## src/rtl/core/meli_pkg.sv

```systemverilog
package meli_pkg;

  localparam int unsigned BYTE_W = 8;
  localparam int unsigned POS_W  = 16;
  localparam int unsigned NUM_W  = 4;
  // packed result data: number, six 16-bit spans, padded to whole bytes
  localparam int unsigned RES_DATA_W = NUM_W + 6 * POS_W;
  localparam int unsigned M_TDATA_W  = ((RES_DATA_W + 7) / 8) * 8;

  localparam logic [BYTE_W-1:0] CH_HASH = 8'h23;
  localparam logic [BYTE_W-1:0] CH_ONE  = 8'h31;
  localparam logic [BYTE_W-1:0] CH_TWO  = 8'h32;
  localparam logic [BYTE_W-1:0] CH_CR   = 8'h0D;
  localparam logic [BYTE_W-1:0] CH_LF   = 8'h0A;

  // one input beat
  typedef struct packed {
    logic [BYTE_W-1:0] data_byte;
    logic              is_last;
  } item_t;

  // one result beat
  typedef struct packed {
    logic              record_valid;
    logic [NUM_W-1:0]  entry_number;
    logic [POS_W-1:0]  entry_offset;
    logic [POS_W-1:0]  entry_len;
    logic [POS_W-1:0]  sleep_offset;
    logic [POS_W-1:0]  sleep_len;
    logic [POS_W-1:0]  color_offset;
    logic [POS_W-1:0]  color_len;
    logic              file_done;
  } result_t;

endpackage

```

## src/rtl/core/menu_entry_line_indexer.sv

```systemverilog
// channel | dir | beat contents
// s       | in  | tdata[7:0] data_byte, tlast is_last
// m       | out | tdata entry_number..color_len, tuser record_valid, tlast file_done
//
// one byte per cycle while a full output register does not hold the input back; a beat's
// result is written to the output register in the same cycle the beat leaves the input register.
// bytes that neither close an entry line nor end the file give no m beat.
// rst is synchronous, active high; parser state returns to its start values,
// and also after every beat with tlast so the next beat starts a new file.
// a full output register that is not taken stalls the input register only
// when the held byte has a result to deliver.
module menu_entry_line_indexer import meli_pkg::*; #(
  parameter int unsigned MAX_ENTRIES = 16
) (
  input  logic                 clk,
  input  logic                 rst,
  input  logic                 s_tvalid,
  output logic                 s_tready,
  input  logic [BYTE_W-1:0]    s_tdata,   // [7:0] data_byte
  input  logic                 s_tlast,
  output logic                 m_tvalid,
  input  logic                 m_tready,
  // [3:0] entry_number, [19:4] entry_offset, [35:20] entry_len,
  // [51:36] sleep_offset, [67:52] sleep_len, [83:68] color_offset,
  // [99:84] color_len, upper bits zero
  output logic [M_TDATA_W-1:0] m_tdata,
  output logic                 m_tuser,   // [0] record_valid
  output logic                 m_tlast
);

  item_t   item;
  logic    item_valid;
  logic    advance;
  logic    res_valid;
  result_t res;
  logic    out_free;

  // the held byte moves on unless it has a result and the output is full
  assign advance = item_valid && (!res_valid || out_free);

  meli_in_stage u_in (
    .clk        (clk),
    .rst        (rst),
    .s_tvalid   (s_tvalid),
    .s_tready   (s_tready),
    .s_tdata    (s_tdata),
    .s_tlast    (s_tlast),
    .advance    (advance),
    .item_valid (item_valid),
    .item       (item)
  );

  meli_parser #(
    .MAX_ENTRIES (MAX_ENTRIES)
  ) u_parser (
    .clk       (clk),
    .rst       (rst),
    .item      (item),
    .advance   (advance),
    .res_valid (res_valid),
    .res       (res)
  );

  meli_out_stage u_out (
    .clk      (clk),
    .rst      (rst),
    .load     (advance && res_valid),
    .res      (res),
    .out_free (out_free),
    .m_tvalid (m_tvalid),
    .m_tready (m_tready),
    .m_tdata  (m_tdata),
    .m_tuser  (m_tuser),
    .m_tlast  (m_tlast)
  );

endmodule

```

## src/rtl/core/meli_in_stage.sv

```systemverilog
module meli_in_stage import meli_pkg::*; (
  input  logic                clk,
  input  logic                rst,
  input  logic                s_tvalid,
  output logic                s_tready,
  input  logic [BYTE_W-1:0]   s_tdata,
  input  logic                s_tlast,
  input  logic                advance,
  output logic                item_valid,
  output item_t               item
);

  // take a new beat when empty or when the held one moves on this cycle
  assign s_tready = !item_valid || advance;

  always_ff @(posedge clk) begin
    if (rst) begin
      item_valid <= 1'b0;
    end else if (s_tready) begin
      item_valid <= s_tvalid;
    end
  end

  always_ff @(posedge clk) begin
    if (s_tready && s_tvalid) begin
      item.data_byte <= s_tdata;
      item.is_last   <= s_tlast;
    end
  end

endmodule

```

## src/rtl/core/meli_parser.sv

```systemverilog
module meli_parser import meli_pkg::*; #(
  parameter int unsigned MAX_ENTRIES = 16
) (
  input  logic    clk,
  input  logic    rst,
  input  item_t   item,
  input  logic    advance,
  output logic    res_valid,
  output result_t res
);

  // entry counter must reach MAX_ENTRIES and show at least four bits
  localparam int unsigned CNT_RAW = $clog2(MAX_ENTRIES + 1);
  localparam int unsigned CNT_W   = (CNT_RAW < NUM_W) ? NUM_W : CNT_RAW;
  localparam logic [CNT_W-1:0] CNT_MAX = CNT_W'(MAX_ENTRIES);
  localparam logic [CNT_W-1:0] CNT_ONE = CNT_W'(1);

  logic [POS_W-1:0]  byte_position, byte_position_next;
  logic [POS_W-1:0]  line_base, line_base_next;
  logic [BYTE_W-1:0] first_char, first_char_next;
  logic [BYTE_W-1:0] second_char, second_char_next;
  logic              skip_after_cr, skip_after_cr_next;
  logic [CNT_W-1:0]  entry_count, entry_count_next;
  logic [POS_W-1:0]  sleep_start, sleep_start_next;
  logic [POS_W-1:0]  sleep_len, sleep_len_next;
  logic [POS_W-1:0]  color_start, color_start_next;
  logic [POS_W-1:0]  color_len, color_len_next;
  logic              parse_stopped, parse_stopped_next;

  logic [POS_W-1:0]  off;
  logic [BYTE_W-1:0] first_eff;
  logic [BYTE_W-1:0] second_eff;
  logic              is_cr;
  logic              is_term;
  logic [POS_W-1:0]  span_start;
  logic [POS_W-1:0]  span_len;
  logic [CNT_W-1:0]  count_inc;
  logic              rec;

  assign off        = byte_position - line_base;
  assign first_eff  = (off == '0) ? item.data_byte : first_char;
  assign second_eff = (off == POS_W'(1)) ? item.data_byte : second_char;
  assign is_cr      = (item.data_byte == CH_CR);
  assign is_term    = is_cr || (item.data_byte == CH_LF);
  assign span_start = line_base + POS_W'(3);
  assign span_len   = (off >= POS_W'(3)) ? (off - POS_W'(3)) : '0;
  assign count_inc  = entry_count + CNT_ONE;

  always_comb begin
    byte_position_next = byte_position + POS_W'(1);
    line_base_next     = line_base;
    first_char_next    = first_char;
    second_char_next   = second_char;
    skip_after_cr_next = skip_after_cr;
    entry_count_next   = entry_count;
    sleep_start_next   = sleep_start;
    sleep_len_next     = sleep_len;
    color_start_next   = color_start;
    color_len_next     = color_len;
    parse_stopped_next = parse_stopped;
    rec                = 1'b0;
    if (!parse_stopped) begin
      if (skip_after_cr) begin
        // byte after a cr is dropped unseen
        skip_after_cr_next = 1'b0;
        line_base_next     = byte_position + POS_W'(1);
      end else begin
        if (off == '0) begin
          first_char_next = item.data_byte;
        end else if (off == POS_W'(1)) begin
          second_char_next = item.data_byte;
        end
        if (is_term) begin
          if (!(is_cr && item.is_last)) begin
            if (first_eff == CH_HASH) begin
              if (second_eff == CH_ONE) begin
                sleep_start_next = span_start;
                sleep_len_next   = span_len;
              end else if (second_eff == CH_TWO) begin
                color_start_next = span_start;
                color_len_next   = span_len;
              end
            end else begin
              rec              = 1'b1;
              entry_count_next = count_inc;
              if (count_inc >= CNT_MAX) begin
                parse_stopped_next = 1'b1;
              end
            end
          end
          if (is_cr) begin
            skip_after_cr_next = 1'b1;
          end else begin
            line_base_next = byte_position + POS_W'(1);
          end
        end
      end
    end
    // end of file brings everything back to the reset values
    if (item.is_last) begin
      byte_position_next = '0;
      line_base_next     = '0;
      first_char_next    = '0;
      second_char_next   = '0;
      skip_after_cr_next = 1'b0;
      entry_count_next   = CNT_ONE;
      sleep_start_next   = '0;
      sleep_len_next     = '0;
      color_start_next   = '0;
      color_len_next     = '0;
      parse_stopped_next = 1'b0;
    end
  end

  always_comb begin
    res           = '0;
    res_valid     = rec || item.is_last;
    res.file_done = item.is_last;
    if (rec) begin
      res.record_valid = 1'b1;
      res.entry_number = entry_count[NUM_W-1:0];
      res.entry_offset = line_base;
      res.entry_len    = off;
      res.sleep_offset = sleep_start;
      res.sleep_len    = sleep_len;
      res.color_offset = color_start;
      res.color_len    = color_len;
    end
  end

  always_ff @(posedge clk) begin
    if (rst) begin
      byte_position <= '0;
      line_base     <= '0;
      first_char    <= '0;
      second_char   <= '0;
      skip_after_cr <= 1'b0;
      entry_count   <= CNT_ONE;
      sleep_start   <= '0;
      sleep_len     <= '0;
      color_start   <= '0;
      color_len     <= '0;
      parse_stopped <= 1'b0;
    end else if (advance) begin
      byte_position <= byte_position_next;
      line_base     <= line_base_next;
      first_char    <= first_char_next;
      second_char   <= second_char_next;
      skip_after_cr <= skip_after_cr_next;
      entry_count   <= entry_count_next;
      sleep_start   <= sleep_start_next;
      sleep_len     <= sleep_len_next;
      color_start   <= color_start_next;
      color_len     <= color_len_next;
      parse_stopped <= parse_stopped_next;
    end
  end

  a_no_record_when_stopped: assert property (@(posedge clk) disable iff (rst)
    parse_stopped |-> !rec)
    else $error("record produced after parse stop");

  a_last_clears_position: assert property (@(posedge clk) disable iff (rst)
    advance && item.is_last |=> byte_position == '0 && entry_count == CNT_ONE)
    else $error("state not cleared after last beat");

  a_count_bounded: assert property (@(posedge clk) disable iff (rst)
    entry_count <= CNT_MAX && entry_count != '0)
    else $error("entry counter out of range");

  a_stop_at_limit: assert property (@(posedge clk) disable iff (rst)
    parse_stopped |-> entry_count == CNT_MAX)
    else $error("parse stopped below entry limit");

endmodule

```

## src/rtl/core/meli_out_stage.sv

```systemverilog
module meli_out_stage import meli_pkg::*; (
  input  logic                 clk,
  input  logic                 rst,
  input  logic                 load,
  input  result_t              res,
  output logic                 out_free,
  output logic                 m_tvalid,
  input  logic                 m_tready,
  output logic [M_TDATA_W-1:0] m_tdata,
  output logic                 m_tuser,
  output logic                 m_tlast
);

  result_t held;

  assign out_free = !m_tvalid || m_tready;

  always_ff @(posedge clk) begin
    if (rst) begin
      m_tvalid <= 1'b0;
    end else if (out_free) begin
      m_tvalid <= load;
    end
  end

  always_ff @(posedge clk) begin
    if (load && out_free) begin
      held <= res;
    end
  end

  assign m_tdata = {{(M_TDATA_W - RES_DATA_W){1'b0}},
                    held.color_len, held.color_offset,
                    held.sleep_len, held.sleep_offset,
                    held.entry_len, held.entry_offset,
                    held.entry_number};
  assign m_tuser = held.record_valid;
  assign m_tlast = held.file_done;

endmodule

```

## config.mk

```make
export PLATFORM = sky130hd
export DESIGN_NAME = menu_entry_line_indexer
export DESIGN_NICKNAME = d
export VERILOG_FILES = /design/src/rtl/core/meli_pkg.sv /design/src/rtl/core/menu_entry_line_indexer.sv /design/src/rtl/core/meli_in_stage.sv /design/src/rtl/core/meli_parser.sv /design/src/rtl/core/meli_out_stage.sv
export SDC_FILE = /design/constraint.sdc
export NUM_CORES = 1
export LEC_CHECK = 0
export BUFFER_PORTS_ARGS = -buffer_cell sky130_fd_sc_hd__buf_2
export CORE_MARGIN = 1
export CORE_UTILIZATION = 50
export CTS_BUF_LIST = sky130_fd_sc_hd__clkbuf_16
export DETAILED_ROUTE_END_ITERATION = 6
export PLACE_DENSITY = 0.71
export SYNTH_ARGS = -nofsm -noshare
export SYNTH_HDL_FRONTEND = slang
export SYNTH_SLANG_ARGS = --single-unit
```

## constraint.sdc

```tcl
create_clock -name clk -period 32.4 [get_ports clk]
set_input_delay 4.86 -clock clk [delete_from_list [all_inputs] [get_ports clk]]
set_output_delay 4.86 -clock clk [all_outputs]
set_load 0.005 [all_outputs]
```

==> out/qor.json <==
{
  "worstPathRequired_ps": 27540,
  "ant_nets": 0,
  "drt_iter0_drc": 578,
  "max_clock_buf_depth": 3,
  "cts-resized-gates": 0,
  "gr-usage-all-layers_pct": 21.86,
  "num_rows": 52,
  "dominantRegCellSynth": "dfxtp_1",
  "route.detailed.vias_per_inst": 5.662,
  "timing.critical_path.fanout_max": 3,
  "place_inst": 1318,
  "synth.avg_cell_area_um2": 10.89,
  "finalSetupViolCount": 0,
  "period_utilization_pct": 32.04,
  "cts_setup_buffers": 0,
  "power_density_mw_per_mm2": 50.95,
  "initial_utilization_pct": 51.79,
  "io_buffers": 116,
  "utilization_pct": 59.30,
  "detailed_place_hpwl_mm": 16.34,
  "design.final.nets": 1109,
  "vdd_ir_drop_max_v": 0.00002832,
  "synthArstFlopShare_pct": 0,
  "number_of_fillers_in_the_final_layout": 1734,
  "via_count_of_the_first_global_routing_pass": 7098,
  "tns_ps": 0,
  "netlist-cell-type-count": 80,
  "crit_path_end_kind": "output port",
  "flip_flop_and_latch_count_after_synthesis": 232,
  "worst_skew_pair.late_latency_ps": 520,
  "die_width_um": 147.7,
  "die_area_mm2": 0.02181,
  "floorplan.core_area_mm2": 0.02049,
  "detail_route.drc_violations": 0,
  "routed-via-count": 7711,
  "timing.critical_path.arrival_ps": 5520,
  "stdcell_area_mm2": 0.01215,
  "htreeDepth": 1,
  "netSwitchingFraction_pct": 23.04,
  "drt_pass1_iterations": 7,
  "netlist_instances": 975,
  "share_clk_of_total_power_pct": 42.9,
  "wl_per_cell_um": 17.71,
  "achievable-frequency_mhz": 96.33,
  "p_leak_nw": 4.358,
  "drv.max_cap_violation_count": 0,
  "hold-worst-slack_ps": 453.3,
  "post_layout_minimum_cycle_time_ps": 10380,
  "slew_headroom_pct": 31.43,
  "syn_area_mm2": 0.01061,
  "fin_skew_ps": 15.28,
  "multiInputGateArea_mm2": 0.004518,
  "p_int_w": 0.0004765,
  "comb_power_share_pct": 6.6,
  "yosysWarnings": 0,
  "antenna_cells_inserted": 0,
  "first_pass_grt_wire_length_mm": 38.00,
  "post_detailed_routing_wire_length_mm": 24.12,
  "tritoncts": "built",
  "synth_enable_flop_cells": 111,
  "tightest_slew_ps": 1025,
  "clock-root-buffer": "clkbuf_16",
  "drive_gt1_share_pct": 17.77,
  "sequentialPowerShare_pct": 50.5,
  "area.sequential_mm2": 0.005756,
  "cp-start-kind": "input port",
  "critPathKind": "input port to output port",
  "cts.sinks": 232,
  "cts.clk_slew.worst_paths_ps": 60,
  "status": "finished clean",
  "areaGrowthSynthToFinish_pct": 14.50,
  "globalplace.congestion": 0.8625,
  "finalMaxSlewViolations": 0,
  "boundaryPins": 121,
  "dpl-instance-area_mm2": 0.01139,
  "cts_buffers": 24,
  "grt_overflow": 0,
  "antenna_found_initial": 0,
  "hold_path_class": "register to register",
  "grt_max_degree": 79,
  "hold_viol": 0,
  "dieHeight_um": 147.7,
  "synth_seq_area_share_pct": 54.23,
  "p_sw_w": 0.0001427,
  "finalNonFillerCells": 1362,
  "rsz0062_at_grt": "no",
  "hold_buffers": 0
}
synth_stat cells, drive strengths merged, types with 25 or more instances:
library cell / instances / area share (%)
dfxtp: 121 / 23
edfxtp: 111 / 31
nor2: 86 / 3.1
and2: 80 / 4.7
nand2: 48 / 1.8
o2bb2ai: 47 / 3.9
nand3: 45 / 2.1
buf: 33 / 1.8
inv: 31 / 1.1
a21oi: 25 / 1.2
xnor2: 25 / 2.1
flip-flops by register name, summed over array words and instances (netlist names):
name                    count
u_parser.color_start       16
u_out.m_tdata             100
u_parser.line_base         16
u_out.m_tvalid              1
u_parser.entry_count        5
u_out.m_tuser               1
u_parser.first_char         8
u_parser.second_char        8
u_in.item                   9
u_parser.byte_position     16
u_in.item_valid             1
u_parser.sleep_len         16
u_parser.parse_stopped      1
u_parser.color_len         16
u_parser.skip_after_cr      1
u_out.m_tlast               1
u_parser.sleep_start       16
power by group through the flow:
stage | clock network (W) | logic (W) | registers [W]
6_report | 0.000266 | 0.0000410 | 0.000313
5_1_grt | 0.000283 | 0.0000444 | 0.000313
4_1_cts | 0.000269 | 0.0000407 | 0.000313
3_5_place_dp | 0 | 0.0000406 | 0.000319
3_3_place_gp | 0 | 0.0000401 | 0.000319
2_1_floorplan | 0 | 0.0000269 | 0.000320
through the flow:
stage / worst slack, ps / total power, W
after floorplan: 18630 / 0.0003472
after global placement: 22050 / 0.0003592
after detailed placement: 22020 / 0.0003596
after CTS: 22020 / 0.0006225
after global routing: 21960 / 0.0006400
final: 22020 / 0.0006192
layout make-up:
type                       count  share of cell area, %
clock inverter                18                 0.9472
tap                          270                  2.780
clock buffer                  26                  5.354
sequential                   232                  47.36
inverter                      32                 0.9884
timing repair buffer         126                  5.395
multi-input combinational    658                  37.18
logic make-up (layout without fill, tap and decap cells):
kind of cell    count (synthesis)  in the layout  synth area share (%)
flops                         232            232                 54.23
simple gates                  363            363                 18.63
xor+xnor                       46             46                 3.796
compound gates                204            204                 15.08
mux                            19             19                 1.815
other cells                     1              4               0.03533
buf+inv                        88            202                 3.760
fa+ha+maj                      22             22                 2.664
layout by cell type (no fill, tap or decap), drive strengths merged, types with 25 or more instances in the layout:
cell,instances
o2bb2ai,47
buf,126
inv,38
and2,80
nand3,45
a21oi,25
edfxtp,111
dfxtp,121
nand2,48
clkbuf,26
xnor2,25
nor2,86
layer usage:
| layer | GRT usage, % | share of wire, % | wire (um) |
|---|---|---|---|
| met5 | 0 | 0 | 0 |
| met4 | 5.567 | 2.0 | 479 |
| met3 | 2.593 | 5.4 | 1298 |
| met2 | 34.43 | 45 | 10820 |
| met1 | 31.99 | 48 | 11520 |
worst max-delay path, stage by stage:
cell and delay (ps):
buf_2 100, nor2b_1 170, and2_1 200, nand2_1 60, buf_2 130
worst paths after layout:
path                                                from                                    end  slack [ps]  cells past startpoint
setup / recovery                                m_tready                               s_tready       22020                      5
hold / removal     u_parser.color_start[12]$_SDFFE_PP0P_  u_parser.color_start[12]$_SDFFE_PP0P_         450                      1
setup reg to reg  u_parser.byte_position[0]$_SDFFE_PP0N_        u_out.m_tdata[68]$_SDFFCE_PN0P_       27580                     15
hold reg to reg    u_parser.color_start[12]$_SDFFE_PP0P_  u_parser.color_start[12]$_SDFFE_PP0P_         450                      1
(Power assumes the default switching activity.)
